--- src/oet_pkg.sv ---
// types and constants shared by the occupancy evidence table modules
// no dependencies
package oet_pkg;

   localparam int KEY_W = 64;
   localparam int FRAME_W = 32;
   localparam int LIVE_W = 11;
   localparam int CSR_INDEX_W = 2;
   localparam int CSR_DATA_W = 16;
   localparam int QUEUE_DEPTH = 2;
   localparam logic [7:0] NO_INFO_COST = 8'hFF;

   typedef enum logic [1:0] {
      CMD_BEGIN_FRAME = 2'd0,
      CMD_OBSERVE     = 2'd1,
      CMD_END_FRAME   = 2'd2,
      CMD_QUERY       = 2'd3
   } cmd_type;

   typedef enum logic [CSR_INDEX_W-1:0] {
      CSR_OCC_COST_MIN  = 2'd0,
      CSR_EV_LIMIT      = 2'd1,
      CSR_STATIC_EV_MIN = 2'd2,
      CSR_PRUNE_PERIOD  = 2'd3
   } csr_index_type;

   typedef enum logic [2:0] {
      ST_CLEAR,
      ST_IDLE,
      ST_SCAN,
      ST_ACT,
      ST_MOD,
      ST_PRUNE,
      ST_FINISH
   } state_type;

   typedef struct packed {
      cmd_type            command;
      logic signed [31:0] cell_x;
      logic signed [31:0] cell_y;
      logic [7:0]         cost;
   } req_type;

   typedef struct packed {
      logic              is_static;
      logic [7:0]        evidence_level;
      logic              dropped_full;
      logic [LIVE_W-1:0] live_entries;
   } rsp_type;

   typedef struct packed {
      logic [7:0]  occ_cost_min;
      logic [7:0]  ev_limit;
      logic [7:0]  static_ev_min;
      logic [15:0] prune_period;
   } cfg_type;

   typedef struct packed {
      logic               valid;
      logic [KEY_W-1:0]   key;
      logic [7:0]         evidence;
      logic [FRAME_W-1:0] seen_frame;
   } entry_type;

   typedef struct packed {
      logic    valid;
      req_type item;
   } qhead_type;

endpackage

--- src/oet_front.sv ---
// front end: accepts request beats into a two-entry queue for the back end
// depends on oet_pkg
module oet_front import oet_pkg::*; (
   input  logic      clock,
   input  logic      reset,
   input  logic      req_valid,
   output logic      req_ready,
   input  req_type   req_payload,
   output qhead_type head,
   input  logic      pop
);

   req_type    slot_ff [QUEUE_DEPTH];
   logic       wr_ptr_ff, wr_ptr_in;
   logic       rd_ptr_ff, rd_ptr_in;
   logic [1:0] cnt_ff, cnt_in;
   logic       push;
   logic       do_pop;

   always_comb begin
      req_ready = cnt_ff != 2'(QUEUE_DEPTH);
      push = req_valid && req_ready;
      head.valid = cnt_ff != 2'd0;
      head.item = slot_ff[rd_ptr_ff];
      do_pop = pop && head.valid;
      wr_ptr_in = push ? ~wr_ptr_ff : wr_ptr_ff;
      rd_ptr_in = do_pop ? ~rd_ptr_ff : rd_ptr_ff;
      cnt_in = cnt_ff + 2'(push) - 2'(do_pop);
   end

   always_ff @(posedge clock) begin
      if (push) begin
         slot_ff[wr_ptr_ff] <= req_payload;
      end
      if (reset) begin
         wr_ptr_ff <= 1'b0;
         rd_ptr_ff <= 1'b0;
         cnt_ff <= 2'd0;
      end else begin
         wr_ptr_ff <= wr_ptr_in;
         rd_ptr_ff <= rd_ptr_in;
         cnt_ff <= cnt_in;
      end
   end

endmodule

--- config.mk ---
export PLATFORM = sky130hd
export DESIGN_NAME = oet_front
export DESIGN_NICKNAME = d
export VERILOG_FILES = /design/src/oet_pkg.sv /design/src/oet_front.sv
export SDC_FILE = /design/constraint.sdc
export NUM_CORES = 1
export LEC_CHECK = 0
export BUFFER_PORTS_ARGS = -buffer_cell sky130_fd_sc_hd__buf_4
export CAP_MARGIN = 5
export CORE_ASPECT_RATIO = 1.2
export CORE_MARGIN = 2
export CORE_UTILIZATION = 35
export DETAILED_ROUTE_END_ITERATION = 6
export GPL_TIMING_DRIVEN = 0
export SYNTH_ARGS = -nofsm -noshare
export SYNTH_HDL_FRONTEND = slang
export SYNTH_SLANG_ARGS = --single-unit
--- constraint.sdc ---
create_clock -name clock -period 13.05 [get_ports clock]
set_clock_uncertainty 0.15 [all_clocks]
set_input_delay 2.61 -clock clock [delete_from_list [all_inputs] [get_ports clock]]
set_output_delay 2.61 -clock clock [all_outputs]
set_load 0.02 [all_outputs]
# Word-level counts from Yosys, hierarchy flattened
# Memories as Yosys holds them, arrays and structs flattened. A register that Yosys moved wholly into a read port is not among the register bits.
# Cells that the tools add are included.
dict set report word_totals {
  reg_bits 4
  latchBits 0
  mem_bits_rw 148
  mem_bits_ro 0
  in_bits 78
  output_inout_bits 76
  wordCells 16
  mem_count 1
}
dict set report op_classes {
  n_addsub 2
  n_mul 0
  div 0
  magnitude_cmp 0
  eq_ne 1
  shifts 0
  muxes 4
  bitwise 2
  reduce_logical 3
}
# memory depth width rd rd_clocked_by_memory_dff wr line
set memory_table {}
lappend memory_table {slot_ff 2 74 1 1 1 oet_front.sv:13} ;# req_type slot_ff [QUEUE_DEPTH];
# cell n
set ops {}
lappend ops {{$mux 1} 4}
lappend ops {{$add 2x1->2} 1}
lappend ops {{$logic_and 1x1->1} 2}
lappend ops {{$ne 2x2->1 const B} 1}
lappend ops {{$not 1->1} 2}
lappend ops {{$reduce_bool 2->1} 1}
lappend ops {{$sub 2x1->2} 1}

# Depth between registers and ports, before layout
dict set report logic_depth {
  depth_word 4
  depth_mapped 8
  mapped_depth_nobuf 8
}

# Worst setup path before layout
# OpenSTA, ideal clock, no wires.
dict set report synth_timing {
  kind {input port to flip-flop}
  start {input req_valid}
  end {memory slot_ff[0][0] (netlist bit), enable pin}
  setup_time_ns 0.507
  arrival_time_ns 5.784
  required_ns 12.393
  setup_slack_ns 6.609
  cell_stages 2
  n_path_buf 0
  cell_sequence {nand2_1 > nor2_1}
}
dict set report synth_via {
  elab_chain_cells 3
}
# item line
set synth_rtl {}
lappend synth_rtl {{start, declared} oet_front.sv:6} ;# input logic req_valid,
lappend synth_rtl {{$logic_and 1x1->1} oet_front.sv:22} ;# push = req_valid && req_ready;
lappend synth_rtl {{$mux 1} oet_front.sv:32} ;# if (push) begin
lappend synth_rtl {{$mux 1 (not written as such)} oet_front.sv:33} ;# slot_ff[wr_ptr_ff] <= req_payload;
lappend synth_rtl {{end, declared} oet_front.sv:13}
# Every way passes these cells.

==> flow_metrics.env <==
export IMPL_maximum_number_of_pins_on_one_net_before_global_route_repair=39
export IMPL_power_static_leakage_uw=0.00308
export IMPL_post_drt_wl_per_cell_um=16.0
export IMPL_num_io_pins=154
export IMPL_hold_fails_final_rpt=0
export IMPL_post_layout_util_pct=48.7
export IMPL_chipWidth_um=122
export IMPL_maxCapViolations=0
export IMPL_synthDominantAreaCellType="edfxtp_1"
export IMPL_start_util_pct=35.7
export IMPL_wirelength_um=10400
export IMPL_synth_fp_nets=334
export IMPL_tritoncts_num_buffers=17
export IMPL_finalCritPeriodShare_pct=33.6
export IMPL_die_area_um2=17700
export IMPL_die_height_um=145
export IMPL_ant_nets=0
export IMPL_clkSinkCount=153
export IMPL_synth_largest_type_area_fraction_pct=76.4
export IMPL_yosysUniqueCellTypes=17
export IMPL_portbufs=153
export IMPL_drt_pass1_iter_count=4
export IMPL_dp_hpwl_um=7050
export IMPL_postCtsSetupBuffers=0
export IMPL_flow_area_growth_from_synthesis_pct=36.3
export IMPL_synth_seq_cells=153
export IMPL_totalPowerFinal_uw=1620
export IMPL_slew_limit_headroom_pct=61.7
export IMPL_via_count=2868
export IMPL_fmaxAchievable_mhz=228
export IMPL_worst_hold_path_endpoint="rd_ptr_ff$_SDFFE_PP0P_"
export IMPL_critPathMaxFanout=10
export IMPL_placed_area_um2=7300
export IMPL_htree_levels=4
export IMPL_fin_area_um2=7930
export IMPL_skew_pair_late_insertion_delay_ns=0.41
export IMPL_critical_path_arrival_ns=1.63
export IMPL_grt_usage_pct=12.3
export IMPL_final_layout_size_suffix_gt1_share_pct=61.5
export IMPL_finalCriticalPeriod_ns=4.39
export IMPL_finalSetupViolCount=0
export IMPL_fillerInstances=1404
export IMPL_outcome="complete, no violations"
export IMPL_worst_r2r_startpoint="cnt_ff[0]$_SDFF_PP0_"
export IMPL_drtIter0Drc=101
export IMPL_synthesis_area_per_instance_um2=22.9
export IMPL_netlist_top_cells_area="edfxtp_1 (76%), mux2_4 (15%), mux2_2 (2.9%)"
export IMPL_cts_repair_resized=0
export IMPL_synth_sequential_area_ratio_pct=78.1
export IMPL_wire_length_of_the_first_global_routing_pass_um=16100
export IMPL_clkSlewWorstSetupHoldPaths_ns=0.06
export IMPL_powerDensity_nw_per_um2=205
export IMPL_critPathRequiredTime_ns=10.29
export IMPL_ir_worst_vdd_uv=141
export IMPL_r2r_end="slot_ff[0][58]$_DFFE_PP_"
export IMPL_grt_antenna_before_repair=0
export IMPL_post_synth_inst_count=254
export IMPL_antenna_cells_inserted=0
export IMPL_core_region_area_um2=16300
export IMPL_drc=0
export IMPL_slew_viol_final=0
export IMPL_start_kind="flop"
export IMPL_fp_row_count=51
export IMPL_hp_start="rd_ptr_ff$_SDFFE_PP0P_"
export IMPL_timing_reg2reg_setup_slack_ns=11.15
export IMPL_rsz0062_at_grt="false"
export IMPL_worstSetupPathType="flop to primary output"
export IMPL_ff2ff_path_depth=4
export IMPL_setup_tns_final_ns=0
export IMPL_hold_buffers=0
export IMPL_worstMarginPinSlew_ns=0.572
export IMPL_clock_tree_buffer_depth=2
export IMPL_whs_path_depth=2
export IMPL_cts_root_buf="clkbuf_16"
export IMPL_finalWeightedCongestion=0.665
export IMPL_synthesis_area_um2=5820
export IMPL_num_nets_final=509
export IMPL_avgViaCountPerCell=4.39
export IMPL_hold_path_class="flop to flop"
export IMPL_cts_tree="done"
export IMPL_first_global_vias=3144
export IMPL_number_of_synthesis_warnings=0
export IMPL_worst_setup_end_kind="primary output"
export IMPL_overflow=0
[critical path, stage by stage (launching register included)]
cell	delay [ns]
dfxtp_1	0.33
buf_6	0.19
buf_6	0.21
mux2_4	0.32
buf_4	0.16
[per-layer routing]
metal	up-vias	part of all wire [%]	global-route usage, %
li1	1353	-	-
met1	1406	40	13.5
met2	98	53	21.0
met3	11	5.6	4.83
met4	0	1.4	4.89
met5	-	0	0
[where the power goes]
group          total, uW  switching (uW)  internal, uW
sequential           634            17.5           617
clock                514             193           321
combinational        476             237           239
total               1620             448          1180
[how the worst max path moves through the flow]
stage | end | from | slack (ns) | cells past startpoint
floorplan | slot_ff[0][0]$_DFFE_PP_ | req_valid | 6.61 | 2
CTS | head[64] | flop | 8.61 | 4
global placement | slot_ff[0][38]$_DFFE_PP_ | req_valid | 4.67 | 3
finish | head[48] | flop | 8.66 | 4
global route | head[70] | flop | 8.56 | 4
detailed placement | slot_ff[0][37]$_DFFE_PP_ | req_valid | 8.94 | 4
[synthesized netlist by cell type, drive strengths merged]
cell,number
nor2b,2
xor2,1
nor2,5
edfxtp,148
inv,1
nand2b,1
mux2,75
dfxtp,5
nand2,1
xnor2,2
or2,1
and3,1
buf,8
o21a,1
ha,2
[state kept, by name, summed over array words and instances, names as in the netlist, named ones only]
name	count
slot_ff	148
cnt_ff	2
rd_ptr_ff	1
wr_ptr_ff	1
[layout make-up]
type	count	area, um^2	share of cell area (%)
Buffer	8	83.8	1.06
Timing Repair Buffer	156	1210	15.2
Inverter	1	3.75	0.0474
Sequential cell	153	4540	57.3
Clock buffer	17	425	5.37
Clock inverter	15	198	2.49
Tap cell	212	265	3.35
Multi-Input combinational cell	92	1200	15.1
[logic make-up (layout without fill, tap and decap cells)]
group                      Yosys count  count (layout)  share of synthesized area [%]
DFF                                153             153                           78.1
muxes                               75              75                           18.4
and+or+nand+nor                     11              11                          0.968
buffers and inverters                9             197                           1.51
xor gates and xnor gates             3               3                          0.452
adders and majority gates            2               2                          0.430
AOI/OAI and AO/OA                    1               1                          0.129
[layout by cell type (no fill, tap or decap), types with 2 or more instances in the layout]
cell / instances
buf_12: 3
buf_4: 153
buf_6: 7
bufinv_16: 4
clkbuf_16: 17
clkinv_1: 3
clkinvlp_4: 2
dfxtp_1: 5
edfxtp_1: 148
ha_1: 2
inv_6: 3
mux2_2: 15
mux2_4: 60
nor2_1: 4
nor2b_1: 2
xnor2_1: 2
[through the flow]
step / hold slack [ns] / setup WS [ns] / std cells
3_3_place_gp: 0.344 / 4.67 / 619
6_report: 0.373 / 8.66 / 654
5_1_grt: 0.428 / 8.56 / 654
4_1_cts: 0.378 / 8.61 / 654
2_1_floorplan: 0.331 / 6.61 / 254
3_5_place_dp: 0.358 / 8.94 / 622
Note: power is estimated with default switching activity, not from simulation.
